<file path="config.mk">
export PLATFORM = sky130hd
export DESIGN_NAME = pid_controller_deadband_sat_top_flat
export DESIGN_NICKNAME = d
export VERILOG_FILES = /design/src/design/pidc_pkg.sv /design/src/design/pidc_if.sv /design/src/design/pidc_regs.sv /design/src/design/pidc_ctrl.sv /design/src/design/pidc_datapath.sv /design/src/design/pid_controller_deadband_sat_top.sv /design/src/flat_wrapper.sv
export SDC_FILE = /design/constraint.sdc
export NUM_CORES = 2
export LEC_CHECK = 0
export ABC_AREA = 1
export BUFFER_PORTS_ARGS = -buffer_cell sky130_fd_sc_hd__buf_2
export CORE_UTILIZATION = 35
export CTS_CLUSTER_DIAMETER = 120
export DETAILED_ROUTE_END_ITERATION = 10
export SLEW_MARGIN = 25
export SYNTH_ARGS = -nofsm -noshare
export SYNTH_HDL_FRONTEND = slang
export SYNTH_SLANG_ARGS = --single-unit
export TNS_END_PERCENT = 5
</file>
<file path="constraint.sdc">
create_clock -name clk -period 24.9 [get_ports clk]
set_clock_uncertainty 0.1 [all_clocks]
set_input_delay 4.98 -clock clk [delete_from_list [all_inputs] [get_ports clk]]
set_output_delay 4.98 -clock clk [all_outputs]
set_load 0.05 [all_outputs]
</file>
<file path="src/design/pidc_pkg.sv">
// Shared types and constants for the PID controller with deadband and clamp.
// Holds the register map, the configuration record and the control records
// that pass between the sequencer and the datapath. No dependencies.
package pidc_pkg;

	localparam int ADDR_W    = 5;
	localparam int DIV_STEPS = 32;

	// Register indexes, addressed at 4*index
	localparam logic [2:0] REG_GAIN_P       = 3'd0;
	localparam logic [2:0] REG_GAIN_I       = 3'd1;
	localparam logic [2:0] REG_GAIN_D       = 3'd2;
	localparam logic [2:0] REG_TIME_STEP    = 3'd3;
	localparam logic [2:0] REG_DEAD_BAND    = 3'd4;
	localparam logic [2:0] REG_LIMIT_HIGH   = 3'd5;
	localparam logic [2:0] REG_LIMIT_LOW    = 3'd6;
	localparam logic [2:0] REG_CLAMP_ENABLE = 3'd7;

	localparam logic signed [15:0] RST_GAIN_P     = 16'sd256;
	localparam logic signed [15:0] RST_GAIN_I     = 16'sd0;
	localparam logic signed [15:0] RST_GAIN_D     = 16'sd0;
	localparam logic [15:0]        RST_TIME_STEP  = 16'd655;
	localparam logic [14:0]        RST_DEAD_BAND  = 15'd0;
	localparam logic signed [15:0] RST_LIMIT_HIGH = 16'sh7FFF;
	localparam logic signed [15:0] RST_LIMIT_LOW  = 16'sh8000;
	localparam logic               RST_CLAMP_EN   = 1'b1;

	localparam logic CMD_SAMPLE = 1'b0;
	localparam logic CMD_CLEAR  = 1'b1;

	typedef struct packed {
		logic signed [15:0] gain_p;
		logic signed [15:0] gain_i;
		logic signed [15:0] gain_d;
		logic [15:0]        time_step;
		logic [14:0]        dead_band;
		logic signed [15:0] limit_high;
		logic signed [15:0] limit_low;
		logic               clamp_enable;
	} cfg_t;

	typedef enum logic [3:0] {
		ST_IDLE,
		ST_MUL_E,
		ST_INTEG,
		ST_ACC_P,
		ST_ACC_I,
		ST_DIV,
		ST_MUL_D,
		ST_ACC_D,
		ST_OUT
	} state_t;

	typedef enum logic [1:0] {
		MS_E_TS,
		MS_GP,
		MS_GI,
		MS_GD
	} mul_sel_t;

	typedef enum logic [1:0] {
		ACC_HOLD,
		ACC_LOAD_SH8,
		ACC_ADD,
		ACC_ADD_SH8
	} acc_op_t;

	typedef struct packed {
		logic     load;
		logic     clear_int;
		logic     mul_en;
		mul_sel_t mul_sel;
		logic     integ_en;
		acc_op_t  acc_op;
		logic     div_step;
		logic     out_load;
	} ctrl_cmd_t;

	typedef struct packed {
		logic out_free;
	} dp_sts_t;

endpackage

</file>
<file path="src/design/pidc_if.sv">
// Valid/ready channel interfaces for sample requests and result requests.
// No dependencies.
interface pidc_sample_if;
	logic               valid;
	logic               ready;
	logic               cmd;
	logic signed [15:0] error_in;

	modport source (output valid, output cmd, output error_in, input ready);
	modport sink   (input valid, input cmd, input error_in, output ready);
endinterface

interface pidc_result_if;
	logic               valid;
	logic               ready;
	logic signed [15:0] drive_out;
	logic               clamped;

	modport source (output valid, output drive_out, output clamped, input ready);
	modport sink   (input valid, input drive_out, input clamped, output ready);
endinterface

</file>
<file path="src/design/pidc_regs.sv">
// APB-style configuration register file for the PID controller.
// Depends on pidc_pkg for the register map and cfg_t.
module pidc_regs
	import pidc_pkg::*;
(
	input  logic              clk,
	input  logic              arst_n,
	input  logic              psel,
	input  logic              penable,
	input  logic              pwrite,
	input  logic [ADDR_W-1:0] paddr,
	input  logic [31:0]       pwdata,
	output logic [31:0]       prdata,
	output logic              pready,
	output cfg_t              cfg
);

	cfg_t       cfg_q;
	logic       wr_en;
	logic [2:0] idx;

	assign pready = 1'b1;
	assign wr_en  = psel && penable && pwrite && pready;
	assign idx    = paddr[ADDR_W-1:2];
	assign cfg    = cfg_q;

	always_ff @(posedge clk or negedge arst_n) begin
		if (!arst_n) begin
			cfg_q.gain_p       <= RST_GAIN_P;
			cfg_q.gain_i       <= RST_GAIN_I;
			cfg_q.gain_d       <= RST_GAIN_D;
			cfg_q.time_step    <= RST_TIME_STEP;
			cfg_q.dead_band    <= RST_DEAD_BAND;
			cfg_q.limit_high   <= RST_LIMIT_HIGH;
			cfg_q.limit_low    <= RST_LIMIT_LOW;
			cfg_q.clamp_enable <= RST_CLAMP_EN;
		end else if (wr_en) begin
			case (idx)
				REG_GAIN_P:       cfg_q.gain_p       <= $signed(pwdata[15:0]);
				REG_GAIN_I:       cfg_q.gain_i       <= $signed(pwdata[15:0]);
				REG_GAIN_D:       cfg_q.gain_d       <= $signed(pwdata[15:0]);
				REG_TIME_STEP:    cfg_q.time_step    <= pwdata[15:0];
				REG_DEAD_BAND:    cfg_q.dead_band    <= pwdata[14:0];
				REG_LIMIT_HIGH:   cfg_q.limit_high   <= $signed(pwdata[15:0]);
				REG_LIMIT_LOW:    cfg_q.limit_low    <= $signed(pwdata[15:0]);
				REG_CLAMP_ENABLE: cfg_q.clamp_enable <= pwdata[0];
				default: ;
			endcase
		end
	end

	// Signed registers read back sign-extended
	always_comb begin
		case (idx)
			REG_GAIN_P:       prdata = {{16{cfg_q.gain_p[15]}}, cfg_q.gain_p};
			REG_GAIN_I:       prdata = {{16{cfg_q.gain_i[15]}}, cfg_q.gain_i};
			REG_GAIN_D:       prdata = {{16{cfg_q.gain_d[15]}}, cfg_q.gain_d};
			REG_TIME_STEP:    prdata = {16'd0, cfg_q.time_step};
			REG_DEAD_BAND:    prdata = {17'd0, cfg_q.dead_band};
			REG_LIMIT_HIGH:   prdata = {{16{cfg_q.limit_high[15]}}, cfg_q.limit_high};
			REG_LIMIT_LOW:    prdata = {{16{cfg_q.limit_low[15]}}, cfg_q.limit_low};
			REG_CLAMP_ENABLE: prdata = {31'd0, cfg_q.clamp_enable};
			default:          prdata = 32'd0;
		endcase
	end

endmodule

</file>
<file path="src/design/pidc_ctrl.sv">
// Sequencer for the PID controller: walks one sample through the shared
// multiplier, the integral update and the serial divider.
// Depends on pidc_pkg for state_t and the command/status records.
module pidc_ctrl
	import pidc_pkg::*;
(
	input  logic      clk,
	input  logic      arst_n,
	input  logic      sample_valid,
	input  logic      sample_cmd,
	input  dp_sts_t   sts,
	output logic      sample_ready,
	output ctrl_cmd_t cmd
);

	localparam int CNT_W = $clog2(DIV_STEPS);

	state_t           state_q, state_d;
	logic [CNT_W-1:0] cnt_q, cnt_d;

	always_ff @(posedge clk or negedge arst_n) begin
		if (!arst_n) begin
			state_q <= ST_IDLE;
			cnt_q   <= '0;
		end else begin
			state_q <= state_d;
			cnt_q   <= cnt_d;
		end
	end

	always_comb begin
		state_d      = state_q;
		cnt_d        = '0;
		sample_ready = 1'b0;
		cmd          = '{load: 1'b0, clear_int: 1'b0, mul_en: 1'b0, mul_sel: MS_E_TS,
			integ_en: 1'b0, acc_op: ACC_HOLD, div_step: 1'b0, out_load: 1'b0};
		case (state_q)
			ST_IDLE: begin
				sample_ready = 1'b1;
				if (sample_valid) begin
					if (sample_cmd == CMD_CLEAR) begin
						cmd.clear_int = 1'b1;
					end else begin
						cmd.load = 1'b1;
						state_d  = ST_MUL_E;
					end
				end
			end
			ST_MUL_E: begin
				cmd.mul_en  = 1'b1;
				cmd.mul_sel = MS_E_TS;
				state_d     = ST_INTEG;
			end
			ST_INTEG: begin
				cmd.integ_en = 1'b1;
				cmd.mul_en   = 1'b1;
				cmd.mul_sel  = MS_GP;
				state_d      = ST_ACC_P;
			end
			ST_ACC_P: begin
				cmd.acc_op  = ACC_LOAD_SH8;
				cmd.mul_en  = 1'b1;
				cmd.mul_sel = MS_GI;
				state_d     = ST_ACC_I;
			end
			ST_ACC_I: begin
				cmd.acc_op = ACC_ADD;
				state_d    = ST_DIV;
			end
			ST_DIV: begin
				cmd.div_step = 1'b1;
				cnt_d        = cnt_q + 1'b1;
				if (cnt_q == CNT_W'(DIV_STEPS - 1)) begin
					state_d = ST_MUL_D;
				end
			end
			ST_MUL_D: begin
				cmd.mul_en  = 1'b1;
				cmd.mul_sel = MS_GD;
				state_d     = ST_ACC_D;
			end
			ST_ACC_D: begin
				cmd.acc_op = ACC_ADD_SH8;
				state_d    = ST_OUT;
			end
			ST_OUT: begin
				// hold until the result register is free
				if (sts.out_free) begin
					cmd.out_load = 1'b1;
					state_d      = ST_IDLE;
				end
			end
			default: begin
				state_d = ST_IDLE;
			end
		endcase
	end

endmodule

</file>
<file path="src/design/pidc_datapath.sv">
// Datapath of the PID controller: state registers, shared 17x33 multiplier,
// 60-bit accumulator, restoring divider and the clamp/result register.
// Depends on pidc_pkg for cfg_t and the command/status records.
module pidc_datapath
	import pidc_pkg::*;
(
	input  logic               clk,
	input  logic               arst_n,
	input  cfg_t               cfg,
	input  ctrl_cmd_t          cmd,
	input  logic signed [15:0] sample_error,
	input  logic               out_ready,
	output dp_sts_t            sts,
	output logic               out_valid,
	output logic signed [15:0] drive_out,
	output logic               clamped
);

	localparam logic signed [43:0] Y_MAX = 44'sd32767;
	localparam logic signed [43:0] Y_MIN = -44'sd32768;

	// state with defined reset
	logic signed [31:0] integ_q;
	logic signed [15:0] prev_q;
	logic               out_valid_q;

	// per-sample working registers
	logic signed [15:0] e_q;
	logic               outside_q;
	logic               dneg_q;
	logic [31:0]        dq_q;
	logic [15:0]        rem_q;
	logic signed [49:0] prod_q;
	logic signed [59:0] acc_q;
	logic signed [15:0] drive_q;
	logic               clamped_q;

	logic signed [16:0] e_ext, db_ext, diff;
	logic [15:0]        diff_mag;
	logic               outside;
	logic signed [16:0] opa;
	logic signed [32:0] opb;
	logic signed [32:0] q_signed;
	logic signed [49:0] prod_d;
	logic signed [33:0] step34, sum34;
	logic signed [31:0] integ_d;
	logic signed [59:0] prod_ext, prod_sh8;
	logic [15:0]        divisor;
	logic [16:0]        rem_sh, rem_sub;
	logic signed [43:0] y, lh, ll, v;
	logic               lim;

	assign e_ext    = {sample_error[15], sample_error};
	assign db_ext   = {2'b00, cfg.dead_band};
	assign outside  = (e_ext > db_ext) || (e_ext < -db_ext);
	assign diff     = e_ext - {prev_q[15], prev_q};
	assign diff_mag = diff[16] ? 16'(-diff) : diff[15:0];

	assign q_signed = dneg_q ? -$signed({1'b0, dq_q}) : $signed({1'b0, dq_q});

	always_comb begin
		case (cmd.mul_sel)
			MS_E_TS: begin
				opa = {e_q[15], e_q};
				opb = $signed({17'd0, cfg.time_step});
			end
			MS_GP: begin
				opa = {cfg.gain_p[15], cfg.gain_p};
				opb = {{17{e_q[15]}}, e_q};
			end
			MS_GI: begin
				opa = {cfg.gain_i[15], cfg.gain_i};
				opb = {integ_q[31], integ_q};
			end
			MS_GD: begin
				opa = {cfg.gain_d[15], cfg.gain_d};
				opb = q_signed;
			end
			default: begin
				opa = '0;
				opb = '0;
			end
		endcase
	end
	assign prod_d = opa * opb;

	// integral step: floor shift of e*dt by 8, then saturate to 32 bits
	assign step34 = prod_q[41:8];
	assign sum34  = {{2{integ_q[31]}}, integ_q} + step34;
	always_comb begin
		if (sum34[33:31] == 3'b000 || sum34[33:31] == 3'b111) begin
			integ_d = sum34[31:0];
		end else if (sum34[33]) begin
			integ_d = 32'sh80000000;
		end else begin
			integ_d = 32'sh7FFFFFFF;
		end
	end

	assign prod_ext = {{10{prod_q[49]}}, prod_q};
	assign prod_sh8 = {prod_ext[51:0], 8'd0};

	// restoring division, one quotient bit a step
	assign divisor = (cfg.time_step == 16'd0) ? 16'd1 : cfg.time_step;
	assign rem_sh  = {rem_q, dq_q[31]};
	assign rem_sub = rem_sh - {1'b0, divisor};

	// output: floor shift by 16, optional clamp, then 16-bit saturation
	assign y  = acc_q[59:16];
	assign lh = {{28{cfg.limit_high[15]}}, cfg.limit_high};
	assign ll = {{28{cfg.limit_low[15]}}, cfg.limit_low};
	always_comb begin
		v   = y;
		lim = 1'b0;
		if (cfg.clamp_enable) begin
			if (v > lh) begin
				v   = lh;
				lim = 1'b1;
			end
			if (v < ll) begin
				v   = ll;
				lim = 1'b1;
			end
		end
		if (v > Y_MAX) begin
			v   = Y_MAX;
			lim = 1'b1;
		end
		if (v < Y_MIN) begin
			v   = Y_MIN;
			lim = 1'b1;
		end
	end

	always_ff @(posedge clk or negedge arst_n) begin
		if (!arst_n) begin
			integ_q     <= '0;
			prev_q      <= '0;
			out_valid_q <= 1'b0;
		end else begin
			if (cmd.clear_int) begin
				integ_q <= '0;
			end else if (cmd.integ_en && outside_q) begin
				integ_q <= integ_d;
			end
			if (cmd.load) begin
				prev_q <= sample_error;
			end
			if (cmd.out_load) begin
				out_valid_q <= 1'b1;
			end else if (out_ready) begin
				out_valid_q <= 1'b0;
			end
		end
	end

	always_ff @(posedge clk) begin
		if (cmd.load) begin
			e_q       <= sample_error;
			outside_q <= outside;
			dneg_q    <= diff[16];
			dq_q      <= {diff_mag, 16'd0};
			rem_q     <= '0;
		end else if (cmd.div_step) begin
			if (!rem_sub[16]) begin
				rem_q <= rem_sub[15:0];
				dq_q  <= {dq_q[30:0], 1'b1};
			end else begin
				rem_q <= rem_sh[15:0];
				dq_q  <= {dq_q[30:0], 1'b0};
			end
		end
		if (cmd.mul_en) begin
			prod_q <= prod_d;
		end
		case (cmd.acc_op)
			ACC_LOAD_SH8: acc_q <= prod_sh8;
			ACC_ADD:      acc_q <= acc_q + prod_ext;
			ACC_ADD_SH8:  acc_q <= acc_q + prod_sh8;
			default: ;
		endcase
		if (cmd.out_load) begin
			drive_q   <= v[15:0];
			clamped_q <= lim;
		end
	end

	assign sts.out_free = !out_valid_q || out_ready;
	assign out_valid    = out_valid_q;
	assign drive_out    = drive_q;
	assign clamped      = clamped_q;

endmodule

</file>
<file path="src/design/pid_controller_deadband_sat_top.sv">
// PID controller with integral deadband and output clamp: top level.
// Depends on pidc_pkg, pidc_if, pidc_regs, pidc_ctrl and pidc_datapath.
//
// Usage:
//   The sample channel takes one request per item: cmd selects a sample
//   (error_in, signed Q8.8) or a clear of the integral. The result channel
//   delivers drive_out (signed Q8.8) and clamped for each sample; a clear
//   gives no result and is absorbed in the cycle it is accepted.
//   A sample goes from acceptance to the result register through e*dt,
//   the integral update beside the P product, the P term beside the I
//   product, the I add, the restoring divider for (de << 16) / dt, the
//   D product and its add, then the clamp. One 17x33 multiplier serves all
//   four products. A new request is accepted in the cycle after the result
//   is loaded, so a new sample is taken only once the last one is through.
//   The result register parts the two channels: a stalled receiver holds the
//   result while the next sample is processed, and the block stalls only
//   when a second result is ready before the first has been taken.
//   Reset (arst_n low, asynchronous) loads the register defaults, zeroes the
//   integral and the previous error, and drops any pending result.
//   Configuration goes over the APB-style port, register i at byte 4*i;
//   write it only while no sample is in flight.
module pid_controller_deadband_sat_top
	import pidc_pkg::*;
(
	input  logic              clk,
	input  logic              arst_n,
	input  logic              psel,
	input  logic              penable,
	input  logic              pwrite,
	input  logic [ADDR_W-1:0] paddr,
	input  logic [31:0]       pwdata,
	output logic [31:0]       prdata,
	output logic              pready,
	pidc_sample_if.sink       sample,
	pidc_result_if.source     result
);

	cfg_t      cfg;
	ctrl_cmd_t cmd;
	dp_sts_t   sts;

	// configuration registers
	pidc_regs u_regs (
		.clk     (clk),
		.arst_n  (arst_n),
		.psel    (psel),
		.penable (penable),
		.pwrite  (pwrite),
		.paddr   (paddr),
		.pwdata  (pwdata),
		.prdata  (prdata),
		.pready  (pready),
		.cfg     (cfg)
	);

	// sequencer: accepts requests in idle and steps the datapath
	pidc_ctrl u_ctrl (
		.clk          (clk),
		.arst_n       (arst_n),
		.sample_valid (sample.valid),
		.sample_cmd   (sample.cmd),
		.sts          (sts),
		.sample_ready (sample.ready),
		.cmd          (cmd)
	);

	// arithmetic, controller state and the result register
	pidc_datapath u_dp (
		.clk          (clk),
		.arst_n       (arst_n),
		.cfg          (cfg),
		.cmd          (cmd),
		.sample_error (sample.error_in),
		.out_ready    (result.ready),
		.sts          (sts),
		.out_valid    (result.valid),
		.drive_out    (result.drive_out),
		.clamped      (result.clamped)
	);

endmodule

</file>
<file path="src/flat_wrapper.sv">
// flat-port wrapper written by rule: the top's interface ports become plain ports
module pid_controller_deadband_sat_top_flat import pidc_pkg::*;
  (clk, arst_n, psel, penable, pwrite, paddr, pwdata, prdata, pready, sample_valid, sample_cmd, sample_error_in, sample_ready, result_valid, result_drive_out, result_clamped, result_ready);
  pidc_sample_if sample_i ();
  pidc_result_if result_i ();
  input  logic clk;
  input  logic arst_n;
  input  logic psel;
  input  logic penable;
  input  logic pwrite;
  input  logic [ADDR_W-1:0] paddr;
  input  logic [31:0] pwdata;
  output logic [31:0] prdata;
  output logic pready;
  input wire logic [$bits(sample_i.valid)-1:0] sample_valid;
  input wire logic [$bits(sample_i.cmd)-1:0] sample_cmd;
  input wire logic [$bits(sample_i.error_in)-1:0] sample_error_in;
  output wire logic [$bits(sample_i.ready)-1:0] sample_ready;
  output wire logic [$bits(result_i.valid)-1:0] result_valid;
  output wire logic [$bits(result_i.drive_out)-1:0] result_drive_out;
  output wire logic [$bits(result_i.clamped)-1:0] result_clamped;
  input wire logic [$bits(result_i.ready)-1:0] result_ready;
  assign sample_i.valid = sample_valid;
  assign sample_i.cmd = sample_cmd;
  assign sample_i.error_in = sample_error_in;
  assign sample_ready = sample_i.ready;
  assign result_valid = result_i.valid;
  assign result_drive_out = result_i.drive_out;
  assign result_clamped = result_i.clamped;
  assign result_i.ready = result_ready;
  pid_controller_deadband_sat_top u_core (.clk(clk), .arst_n(arst_n), .psel(psel), .penable(penable), .pwrite(pwrite), .paddr(paddr), .pwdata(pwdata), .prdata(prdata), .pready(pready), .sample(sample_i), .result(result_i));
endmodule
</file>
==> summary.md <==
| Metric | Value |
|---|---|
| Status | `completed` |
| Syn_area_per_cell | `between 7 and 8 sq um` |
| Latest clock arrival within the worst-skew pair | `0.62 ns` |
| CTS Buffer Depth | `3` |
| Ys Warns | `0` |
| CP max-delay cell | `o2111ai_1` |
| Largest net degree at the start of global routing | `between 80 and 90` |
| Critical path launch point type | `primary input` |
| DR WL/cell | `19.90 um` |
| DRC Markers | `0` |
| IO Port Bufs | `93` |
| Top cells by count, synth | `nand2_1, inv_1, nor2_1` |
| CTS HTree Levels | `2` |
| Core box area | `between 100,000 and 150,000 sq um` |
| CP startpoint | `paddr[2]` |
| Post-Synthesis Cells | `about 6,300` |
| Hold-fix buffers, CTS | `0` |
| Root Driver | `clkbuf_16` |
| Worst Path Required | `between 15 and 20 ns` |
| Clock Sinks | `363` |
| Slew Limit Fails | `0` |
| Synthesized area | `48,440 sq um` |
| Count leader, synth | `nand2_1` |
| Detailed placement HPWL | `around 130,000 um` |
| Setup TNS | `0 ns` |
| Post-synth top flop | `edfxtp_1` |
| Fillers | `14,152` |
| Max-cap viol count | `0` |
| Area grow syn2layout | `7.994%` |
| Data arrival, critical path | `~7.2 ns` |
| Remaining antenna violation count | `0` |
| Fmax | `81.80 MHz` |
| GR Overflow Total | `0` |
| #FFs+latches synth | `363` |
| Yosys cell types | `64` |
| Final Setup Violations | `0` |
| Tot GR Track Use | `22.87%` |
| GP Congestion | `0.9396` |
| Relative slew slack | `roughly a third` |
| Post-synthesis sequential area ratio | `20.15%` |
| Initial DRC Count | `between 4,000 and 5,000` |
| Vias in the first global route | `42,130` |
| Worst hold path class | `reg -> reg` |
| Worst slew pin tran | `1.018 ns` |
| Die height | `374.0 um` |
| Hold Startpoint | `u_core.u_ctrl.cnt_q[0]` |
| Synth async-reset ratio | `46.83%` |
| Critical path cell sequence | `buf_2 -> nor2_1 -> nand2_1 -> o2111ai_1 -> buf_2` |
| Layout Nets | `7,323` |
| Max stage delay on crit path | `0.87 ns` |
| FF-to-FF Start | `u_core.u_ctrl.state_q[3]` |
| Final worst path period need | `12.23 ns` |
| Reg clk slew, reported paths | `0.06 ns` |
| Synth Net Count | `7,325` |
| CTS tree | `done` |
| Postcts setup bufs | `0` |
| Hold Fails Final Rpt | `0` |
| Endpoint class of the critical path | `output pin` |
| First-pass GRT wire length | `249,300 um` |
| Via count | `43,349` |
| Most common cell on crit path | `buf_2` |
| Yosys top cell area share | `22.40%` |
| CP max FO | `16` |
| Die width | `374.0 um` |
| IO Pins | `113` |
| Period utilization | `49.10%` |
| Die area | `roughly 140,000 sq um` |
| Initial antenna violation count | `8` |
| Crit Path Class | `in -> out` |
| Layout cell share with drive strength beyond 1 | `5.551%` |
| Area contributors post-synth | `fa_1, ha_1, nand2_1` |
| Number of enable flip-flop cells after synthesis | `161` |
| DR pass1 iterations | `6` |
| Vias per inst | `5.327` |
| Initial Util | `35.27%` |
| CTS Buf Count | `44` |
| RSZ-0062 raised after global routing | `no` |
| Synth area leader | `fa_1` |
| Detailed Route WL | `161,900 um` |
| # rows | `136` |
| Post-cts sizing count | `0` |
routing by layer:
metal  track usage [%]  share of wire, %
met1             32.40                45
met5                 0            0.0043
met4             7.392               3.5
met3             2.983               7.2
met2             35.92                44
metrics by stage:
step	cell area, sq um	util [%]	hold WS, ns	setup slack [ns]	cells
2_1_floorplan	48440	-	0.3329	12.93	6307
3_3_place_gp	50790	36.99	0.3497	12.87	8052
3_5_place_dp	50810	37.00	0.3551	12.72	8053
4_1_cts	52290	38.08	0.3627	12.72	8135
5_1_grt	52310	38.09	0.4011	12.63	8135
6_report	52310	38.10	0.3619	12.67	8137
critical path: cells and delay by family:
kind	cells	cell delay, ns
AOI/OAI and AO/OA	1	0.87
and+or+nand+nor	2	0.75
buffers and inverters	2	0.52
cell families (layout without fill, tap and decap cells):
family	Yosys count	in the layout	synth area share (%)
buf+inv	1327	1361	10.64
simple gates	2313	2313	19.49
xor+xnor	139	139	2.513
other cells	1	3	0.007742
compound gates	1207	1207	14.08
flops	363	363	20.15
fa+ha+maj	957	957	33.12
registers in the layout (all words and copies together) (netlist names):
name,cells
u_core.u_dp.out_valid,1
u_core.u_dp.dneg_q,1
u_core.u_dp.prev_q,16
u_core.u_dp.integ_q,32
u_core.u_dp.dq_q,32
u_core.u_dp.rem_q,16
u_core.u_dp.clamped,1
u_core.u_ctrl.state_q,4
u_core.u_dp.e_q,16
u_core.u_dp.outside_q,1
u_core.u_regs.cfg,112
u_core.u_ctrl.cnt_q,5
u_core.u_dp.drive_out,16
u_core.u_dp.acc_q,60
u_core.u_dp.prod_q,50
final cells by class:
cell class	count	area (sq um)	share of cell area, %
timing repair buffer	155	940.9	1.799
inverter	1124	4219	8.065
tap	1794	2245	4.291
clock buffer	54	1149	2.196
clock inverter	28	332.8	0.6362
sequential	363	9759	18.66
antenna	2	5.005	0.009567
multi-input combinational	4617	33660	64.35
cell usage in the layout (no fill, tap or decap), types with 146 or more instances in the layout:
cell / Yosys / layout
edfxtp_1: 161 / 161
o21ai_0: 406 / 405
nor2_1: 577 / 571
a21oi_1: 430 / 425
dfrtp_1: 146 / 146
nand3_1: 230 / 230
nand2_1: 1318 / 1313
fa_1: 542 / 541
ha_1: 415 / 415
inv_1: 1105 / 1102
worst paths after layout:
check                                     endpoint  slack [ns]  depth (start not counted)
max in group asynchronous  u_core.u_dp.integ_q[23]       18.42                          3
max                                      prdata[2]       12.67                          5
min reg2reg                 u_core.u_ctrl.cnt_q[0]        0.36                          1
min                         u_core.u_ctrl.cnt_q[0]        0.36                          1
min in group asynchronous    u_core.u_dp.prev_q[5]        4.25                          1
max reg2reg                 u_core.u_dp.prod_q[48]       14.08                         39
Power is not shown: default switching activity piles up to over one toggle a cycle in this logic, so the estimate is an artifact.
